`config.mk`:
```
export PLATFORM = sky130hd
export DESIGN_NAME = byte_deque_ring
export DESIGN_NICKNAME = d
export VERILOG_FILES = /design/src/design/bdq_pkg.sv /design/src/design/bdq_cell.sv /design/src/design/byte_deque_ring.sv
export SDC_FILE = /design/constraint.sdc
export NUM_CORES = 1
export LEC_CHECK = 0
export ABC_CLOCK_PERIOD_IN_PS = 7400
export BUFFER_PORTS_ARGS = -buffer_cell sky130_fd_sc_hd__buf_2
export CAP_MARGIN = 20
export CORE_ASPECT_RATIO = 1.4
export CORE_MARGIN = 2
export CORE_UTILIZATION = 60
export DETAILED_ROUTE_END_ITERATION = 16
export PLACE_DENSITY = 0.82
export SYNTH_ARGS = -nofsm -noshare
export SYNTH_HDL_FRONTEND = slang
export SYNTH_SLANG_ARGS = --single-unit
```
`constraint.sdc`:
```
create_clock -name clk_i -period 7.4 [get_ports clk_i]
set_clock_uncertainty 0.15 [all_clocks]
set_input_delay 1.85 -clock clk_i [delete_from_list [all_inputs] [get_ports clk_i]]
set_output_delay 1.85 -clock clk_i [all_outputs]
set_load 0.005 [all_outputs]
```
`src/design/bdq_pkg.sv`:
```
// Shared types and constants for the byte deque ring.
package bdq_pkg;

  localparam int Depth = 16;
  localparam int CntW  = $clog2(Depth + 1);
  localparam int OccW  = 5;

  typedef enum logic [2:0] {
    REQ_PUSH_FRONT = 3'd0,
    REQ_PUSH_BACK  = 3'd1,
    REQ_POP_FRONT  = 3'd2,
    REQ_POP_BACK   = 3'd3,
    REQ_READ_ALL   = 3'd4
  } req_e;

  typedef enum logic [1:0] {
    STATUS_OK    = 2'd0,
    STATUS_EMPTY = 2'd1,
    STATUS_FULL  = 2'd2
  } status_e;

  typedef enum logic [2:0] {
    OP_HOLD,
    OP_PUSH_FRONT,
    OP_PUSH_BACK,
    OP_POP_FRONT,
    OP_POP_BACK,
    OP_ROTATE
  } cell_op_e;

  typedef enum logic {
    ST_IDLE,
    ST_DUMP
  } state_e;

  typedef struct packed {
    logic       valid;
    logic [7:0] data;
  } cell_tap_t;

  typedef struct packed {
    logic [2:0] req_type;
    logic [7:0] push_value;
  } in_item_t;

  typedef struct packed {
    logic [7:0]      out_value;
    logic [1:0]      status;
    logic [OccW-1:0] occupancy;
    logic            last_of_run;
  } out_item_t;

endpackage

```
`src/design/bdq_cell.sv`:
```
// One storage cell of the deque chain, exchanging its byte with both neighbours.
module bdq_cell (
  input  logic                clk_i,
  input  logic                rst_ni,
  input  bdq_pkg::cell_op_e   op_i,
  input  logic [7:0]          push_value_i,
  input  logic [7:0]          head_i,
  input  bdq_pkg::cell_tap_t  left_i,
  input  bdq_pkg::cell_tap_t  right_i,
  output bdq_pkg::cell_tap_t  tap_o
);
  import bdq_pkg::*;

  logic       valid_q, valid_d;
  logic [7:0] data_q, data_d;

  always_comb begin
    valid_d = valid_q;
    data_d  = data_q;
    unique case (op_i)
      OP_HOLD: begin
      end
      OP_PUSH_FRONT: begin
        valid_d = left_i.valid;
        data_d  = left_i.data;
      end
      OP_PUSH_BACK: begin
        if (!valid_q && left_i.valid) begin
          valid_d = 1'b1;
          data_d  = push_value_i;
        end
      end
      OP_POP_FRONT: begin
        valid_d = right_i.valid;
        data_d  = right_i.data;
      end
      OP_POP_BACK: begin
        if (valid_q && !right_i.valid) begin
          valid_d = 1'b0;
        end
      end
      OP_ROTATE: begin
        if (valid_q) begin
          data_d = right_i.valid ? right_i.data : head_i;
        end
      end
      default: begin
      end
    endcase
  end

  always_ff @(posedge clk_i or negedge rst_ni) begin
    if (!rst_ni) begin
      valid_q <= 1'b0;
    end else begin
      valid_q <= valid_d;
    end
  end

  always_ff @(posedge clk_i) begin
    data_q <= data_d;
  end

  assign tap_o.valid = valid_q;
  assign tap_o.data  = data_q;

endmodule

```
`src/design/byte_deque_ring.sv`:
```
// Top level of the byte deque: a chain of storage cells with a sequencing controller.
// Push and pop requests are handled in the idle state; their result is registered at the accepting edge.
// A read-all of N stored bytes is accepted first, then gives one result per cycle while the
// output is not stalled, as the cell chain rotates its contents past the front cell.
// A new request is taken once the previous one has loaded its last result and the output is free.
// Reset empties the deque at once; stored bytes themselves are not cleared.
module byte_deque_ring (
  input  logic               clk_i,
  input  logic               rst_ni,
  input  logic               in_valid_i,
  output logic               in_stall_o,
  input  bdq_pkg::in_item_t  in_item_i,
  output logic               out_valid_o,
  input  logic               out_stall_i,
  output bdq_pkg::out_item_t out_item_o
);
  import bdq_pkg::*;

  state_e          state_q, state_d;
  logic [CntW-1:0] count_q, count_d;
  logic [CntW-1:0] left_q, left_d;
  out_item_t       out_q, res;
  logic            out_valid_q;
  logic            load;
  logic            out_free;
  logic            accept;
  logic            full, empty;
  cell_op_e        cell_op;
  logic [7:0]      back_byte;
  logic [Depth-1:0] valid_vec;

  cell_tap_t tap      [Depth];
  cell_tap_t left_tap [Depth];
  cell_tap_t right_tap[Depth];

  always_comb begin
    for (int i = 0; i < Depth; i++) begin
      if (i == 0) begin
        left_tap[i].valid = 1'b1;
        left_tap[i].data  = in_item_i.push_value;
      end else begin
        left_tap[i] = tap[i-1];
      end
      if (i == Depth - 1) begin
        right_tap[i].valid = 1'b0;
        right_tap[i].data  = 8'd0;
      end else begin
        right_tap[i] = tap[i+1];
      end
    end
  end

  for (genvar g = 0; g < Depth; g++) begin : g_cell
    bdq_cell u_cell (
      .clk_i       (clk_i),
      .rst_ni      (rst_ni),
      .op_i        (cell_op),
      .push_value_i(in_item_i.push_value),
      .head_i      (tap[0].data),
      .left_i      (left_tap[g]),
      .right_i     (right_tap[g]),
      .tap_o       (tap[g])
    );
    assign valid_vec[g] = tap[g].valid;
  end

  always_comb begin
    back_byte = 8'd0;
    for (int i = 0; i < Depth; i++) begin
      if (tap[i].valid && !right_tap[i].valid) begin
        back_byte = back_byte | tap[i].data;
      end
    end
  end

  assign full     = (count_q == CntW'(Depth));
  assign empty    = (count_q == '0);
  assign out_free = !out_valid_q || !out_stall_i;
  assign in_stall_o = !((state_q == ST_IDLE) && out_free);
  assign accept   = in_valid_i && !in_stall_o;

  always_comb begin
    state_d         = state_q;
    count_d         = count_q;
    left_d          = left_q;
    cell_op         = OP_HOLD;
    load            = 1'b0;
    res.out_value   = 8'd0;
    res.status      = STATUS_OK;
    res.last_of_run = 1'b1;
    unique case (state_q)
      ST_IDLE: begin
        if (accept) begin
          unique case (req_e'(in_item_i.req_type))
            REQ_PUSH_FRONT, REQ_PUSH_BACK: begin
              load = 1'b1;
              if (full) begin
                res.status = STATUS_FULL;
              end else begin
                cell_op = (req_e'(in_item_i.req_type) == REQ_PUSH_FRONT) ?
                          OP_PUSH_FRONT : OP_PUSH_BACK;
                count_d = count_q + CntW'(1);
              end
            end
            REQ_POP_FRONT, REQ_POP_BACK: begin
              load = 1'b1;
              if (empty) begin
                res.status = STATUS_EMPTY;
              end else if (req_e'(in_item_i.req_type) == REQ_POP_FRONT) begin
                cell_op       = OP_POP_FRONT;
                res.out_value = tap[0].data;
                count_d       = count_q - CntW'(1);
              end else begin
                cell_op       = OP_POP_BACK;
                res.out_value = back_byte;
                count_d       = count_q - CntW'(1);
              end
            end
            REQ_READ_ALL: begin
              if (empty) begin
                load       = 1'b1;
                res.status = STATUS_EMPTY;
              end else begin
                state_d = ST_DUMP;
                left_d  = count_q;
              end
            end
            default: begin
            end
          endcase
        end
      end
      ST_DUMP: begin
        if (out_free) begin
          load            = 1'b1;
          cell_op         = OP_ROTATE;
          res.out_value   = tap[0].data;
          res.last_of_run = (left_q == CntW'(1));
          left_d          = left_q - CntW'(1);
          if (left_q == CntW'(1)) begin
            state_d = ST_IDLE;
          end
        end
      end
      default: begin
        state_d = ST_IDLE;
      end
    endcase
    res.occupancy = OccW'(count_d);
  end

  always_ff @(posedge clk_i or negedge rst_ni) begin
    if (!rst_ni) begin
      state_q     <= ST_IDLE;
      count_q     <= '0;
      left_q      <= '0;
      out_valid_q <= 1'b0;
    end else begin
      state_q <= state_d;
      count_q <= count_d;
      left_q  <= left_d;
      if (load) begin
        out_valid_q <= 1'b1;
      end else if (!out_stall_i) begin
        out_valid_q <= 1'b0;
      end
    end
  end

  always_ff @(posedge clk_i) begin
    if (load) begin
      out_q <= res;
    end
  end

  assign out_valid_o = out_valid_q;
  assign out_item_o  = out_q;

  a_count_matches_cells: assert property (@(posedge clk_i) disable iff (!rst_ni)
    $countones(valid_vec) == int'(count_q))
    else $error("occupancy count differs from the number of filled cells");

  a_dump_not_empty: assert property (@(posedge clk_i) disable iff (!rst_ni)
    (state_q == ST_DUMP) |-> (left_q != '0 && !empty))
    else $error("read-out running with nothing left to send");

  a_dump_ends_idle: assert property (@(posedge clk_i) disable iff (!rst_ni)
    (state_q == ST_DUMP && load && left_q == CntW'(1)) |=> (state_q == ST_IDLE))
    else $error("read-out did not return to idle after its last item");

  a_dump_keeps_count: assert property (@(posedge clk_i) disable iff (!rst_ni)
    (state_q == ST_DUMP) |=> $stable(count_q))
    else $error("occupancy changed during a read-out");

endmodule

```
==> results.md <==
Outcome:
- The run finished with clean final reports.

GRT:
- The initial antenna violation count is 0.
- The number of global-route vias before repair is 9773.
- The first global-routing pass estimated 62.5 mm of wire.
- For this run the aggregate overflow at the end of global routing stands at 0.
- The global-route usage over all layers is 0.457.
- Entering global routing, the biggest net connects 54 pins.

Power and ir drop:
- The worst-case IR drop observed on VDD is 0.251 mV.
- The leakage component of the power is 0.00412 uW.
- Power spread over the standard cell area amounts to 542 nW/um2.

Setup path:
- The data arrival time of the critical path is 2480 ps.
- The peak per-stage delay on the critical path is 300 ps.
- The most repeated library cell on the critical path is buf_2.
- The launching element type of the critical path is a primary input.
- The slack of the worst reg-to-reg path is 3740 ps.
- The startpoint of the most critical register-to-register path is count_q[0].
- The buffer and inverter count on the worst path is 3.
- The top fanout value on the critical path is 7.
- On the critical path, the stage with the largest delay is an instance of a21oi_2.
- The critical path endpoint category is an output port.
- The cell family contributing the most delay on the critical path is buffers and inverters.
- The worst reg-to-reg path cell count is 8.
- In this run the critical register-to-register path is captured at g_cell[4].u_cell.data_q[1].
- The first element of the critical path is out_stall_i.
- The critical path data required time is 5400 ps.
- The setup path with the least slack is of type primary input to output port.
- Traced cell by cell, the critical path runs through buf_2 > a21oi_2 > inv_1 > buf_2.

Logic synthesis:
- The net count after synthesis is 1138.
- The distinct cell type count after synthesis is 80.
- The area fraction of the dominant cell type after synthesis is 0.403.
- The netlist area before placement is 10700 um2.
- The dominant synthesized flop cell is edfxtp_1.
- The synthesized flop and latch total is 172.
- The share of flip-flops with an asynchronous set or reset is 0.163.
- The instance count of the mapped netlist is 1119.
- Of all cell types, the one taking the most synthesized area is edfxtp_1.
- The most repeated cell in the gate-level netlist after synthesis is edfxtp_1.
- After synthesis, the most frequently instantiated cells are edfxtp_1, a21oi_1, nand2_1, nor2_1, clkbuf_1.
- Ranked by total cell area, the synthesized netlist is headed by edfxtp_1, dfrtp_1, a21oi_1.
- The number of enable flip-flop cells after synthesis is 144.
- In this run the mean area of a mapped cell was 9.60 um2.
- The yosys synthesis warning count is 0.
- The sequential-to-total area share from yosys stat is 0.468.

STA:
- Subtracting the final worst setup slack from the clock period gives 4480 ps.
- The number of slew-limit violations in the final report is 0.
- The highest achievable clock rate is 223 MHz.
- The final count of hold timing violations is 0.
- Of the available clock period, the critical path in the final layout requires 0.606.
- Setup total negative slack on the finished layout was measured at 0 ps.
- The measured slew at the worst slew-check pin is 1170 ps.
- Setup violations remaining at the end of the flow were counted as 0.
- The worst-case headroom to the max-slew limit is 0.217.
- Setup repair after global routing left no endpoint under its margin.

Place:
- The placer congestion estimate is 1.05.
- Port buffering added 32 buffers.
- The placed wire-length estimate is 29.4 mm.

Min path:
- The worst min-delay path category is flop to flop.
- For hold timing, the worst endpoint is left_q[0].
- In this run the most critical hold path is launched from left_q[0].
- Along the worst hold path, the cell count comes to 1.

Die:
- Measured along the y axis, the die boundary spans 162 um.
- The width of the die is 117 um.
- For this configuration, the core starts out at a cell density of 0.615.
- After floorplanning, the core was sized to cover 17500 um2.
- The total die area is 19000 um2.
- The standard-cell row count is 57.
- 33 I/O pins were placed.

Drt:
- For this block, the routed nets add up to 42.8 mm of wire.
- Across all layers, the routed design uses 10500 vias.
- The DRC violation total after the first TritonRoute iteration is 2033.
- After detailed routing, the average wire length per cell comes to 31.7 um.
- Dividing the detail-routed via count by the number of cells gives 7.82.
- For this run, the detailed router's first-pass iteration total came to 7.
- For this run, design rule violations remaining after detail routing come to 0.
- In this run the remaining antenna-violating nets after routing total 0.

Clock network:
- The cell sitting at the root of the clock tree is a clkbuf_16.
- The total CTS buffers is 17.
- For this design, the sink count on the clock tree is 172.
- The clock passes through at most 2 buffers.
- At the later pin of the worst-skew pair, clock insertion delay measures 450 ps.
- Hold repair after CTS inserted 0 buffers.
- After clock tree synthesis, the clock-pin slew on the worst setup and hold paths is 70 ps.
- The depth of the CTS H-tree is 4.
- The post-CTS resize count is 0.
- Once the clock tree was built, the setup fixing pass inserted 0 buffers.
- TritonCTS built the clock tree.

Run:
- The count of maximum capacitance violations is 0.

Cells and area:
- The number of antenna diodes in the final layout is 0.
- The layout net count is 1119.
- Measured on the finished design, the core utilization comes to 0.665.
- The filler cell count in the final layout is 1394.
- Of the cells placed in the final design, the portion with a size suffix greater than 1 is 0.129.
- The growth of design area from synthesis to finish is 8.13%.
-- flip-flops by register name, summed over array words and instances, names as in the netlist --
register,count
out_item_o,16
state_q,1
g_cell.u_cell.valid_q,16
out_valid_o,1
left_q,5
count_q,5
g_cell.u_cell.data_q,128
-- metal layers --
layer / global-route usage / vias to the layer above / wire (um)
li1: - / 4328 / -
met2: 0.678 / 1064 / 18700
met3: 0.129 / 286 / 6050
met1: 0.562 / 4868 / 13700
met4: 0.340 / 0 / 4310
met5: 0 / - / 0
-- cells by family (layout without fill, tap and decap cells) --
kind of cell | Yosys count | after routing | share of synthesized area
muxes | 30 | 30 | 0.0305
buffers and inverters | 120 | 114 | 0.0507
AOI/OAI and AO/OA | 423 | 423 | 0.273
DFF | 172 | 172 | 0.468
adders and majority gates | 4 | 4 | 0.00466
and+or+nand+nor | 366 | 366 | 0.170
xor gates and xnor gates | 4 | 4 | 0.00326
-- power by group --
part           switching, uW  internal (uW)  leakage (uW)  total (uW)
Clock                    403            533      0.000286         936
Combinational           1700            966       0.00212        2670
Sequential               888           1810       0.00171        2700
Total                   2990           3310       0.00412        6300
-- cells in the final DEF, fill, tap and decap left out, drive strengths merged, types with 5 or more instances in the layout --
cell and instances:
inv 18, a22oi 47, nor3 16, a21boi 7, nand2b 5, dfrtp 28, edfxtp 144, and2 13
nand4 16, buf 63, o2bb2ai 45, and3 18, o22ai 10, o21ai 63, a32oi 5, nor2 97
nand3b 11, a22o 8, a31oi 23, a2111oi 6, clkinv 5, a21oi 118, mux2i 8, mux2 22
clkbuf 22, and3b 7, a221oi 16, nor2b 16, o22a 12, nand2 96, nand3 41, o221ai 20
a222oi 9, a211oi 5, nor4 15
-- metrics by stage --
step	area (um2)	hold slack (ps)	setup WS (ps)	power (uW)	cells
floorplan	10700	357	2610	4010	1119
global placement	10900	408	2570	5080	1305
detailed placement	10900	419	2480	5140	1307
CTS	11500	434	2910	6070	1339
global route	11600	466	2870	6500	1349
finish	11600	424	2920	6300	1349
-- worst max path at each step --
stage	endpoint	slack [ps]	depth (start not counted)
floorplan	out_item_o[0]	2610	3
global placement	g_cell[9].u_cell.valid_q	2570	7
detailed placement	g_cell[9].u_cell.valid_q	2480	7
CTS	in_stall_o	2910	4
global route	in_stall_o	2870	4
finish	in_stall_o	2920	4
-- final cells by class --
cell class	count	area, um2	share of cell area
clock buffer	18	429	0.0369
sequential	172	5020	0.433
timing repair buffer	67	418	0.0360
tap	236	295	0.0254
clock inverter	14	169	0.0145
inverter	15	56.3	0.00485
multi-input combinational	827	5220	0.450
No activity file was read; power rests on OpenSTA's default activity.
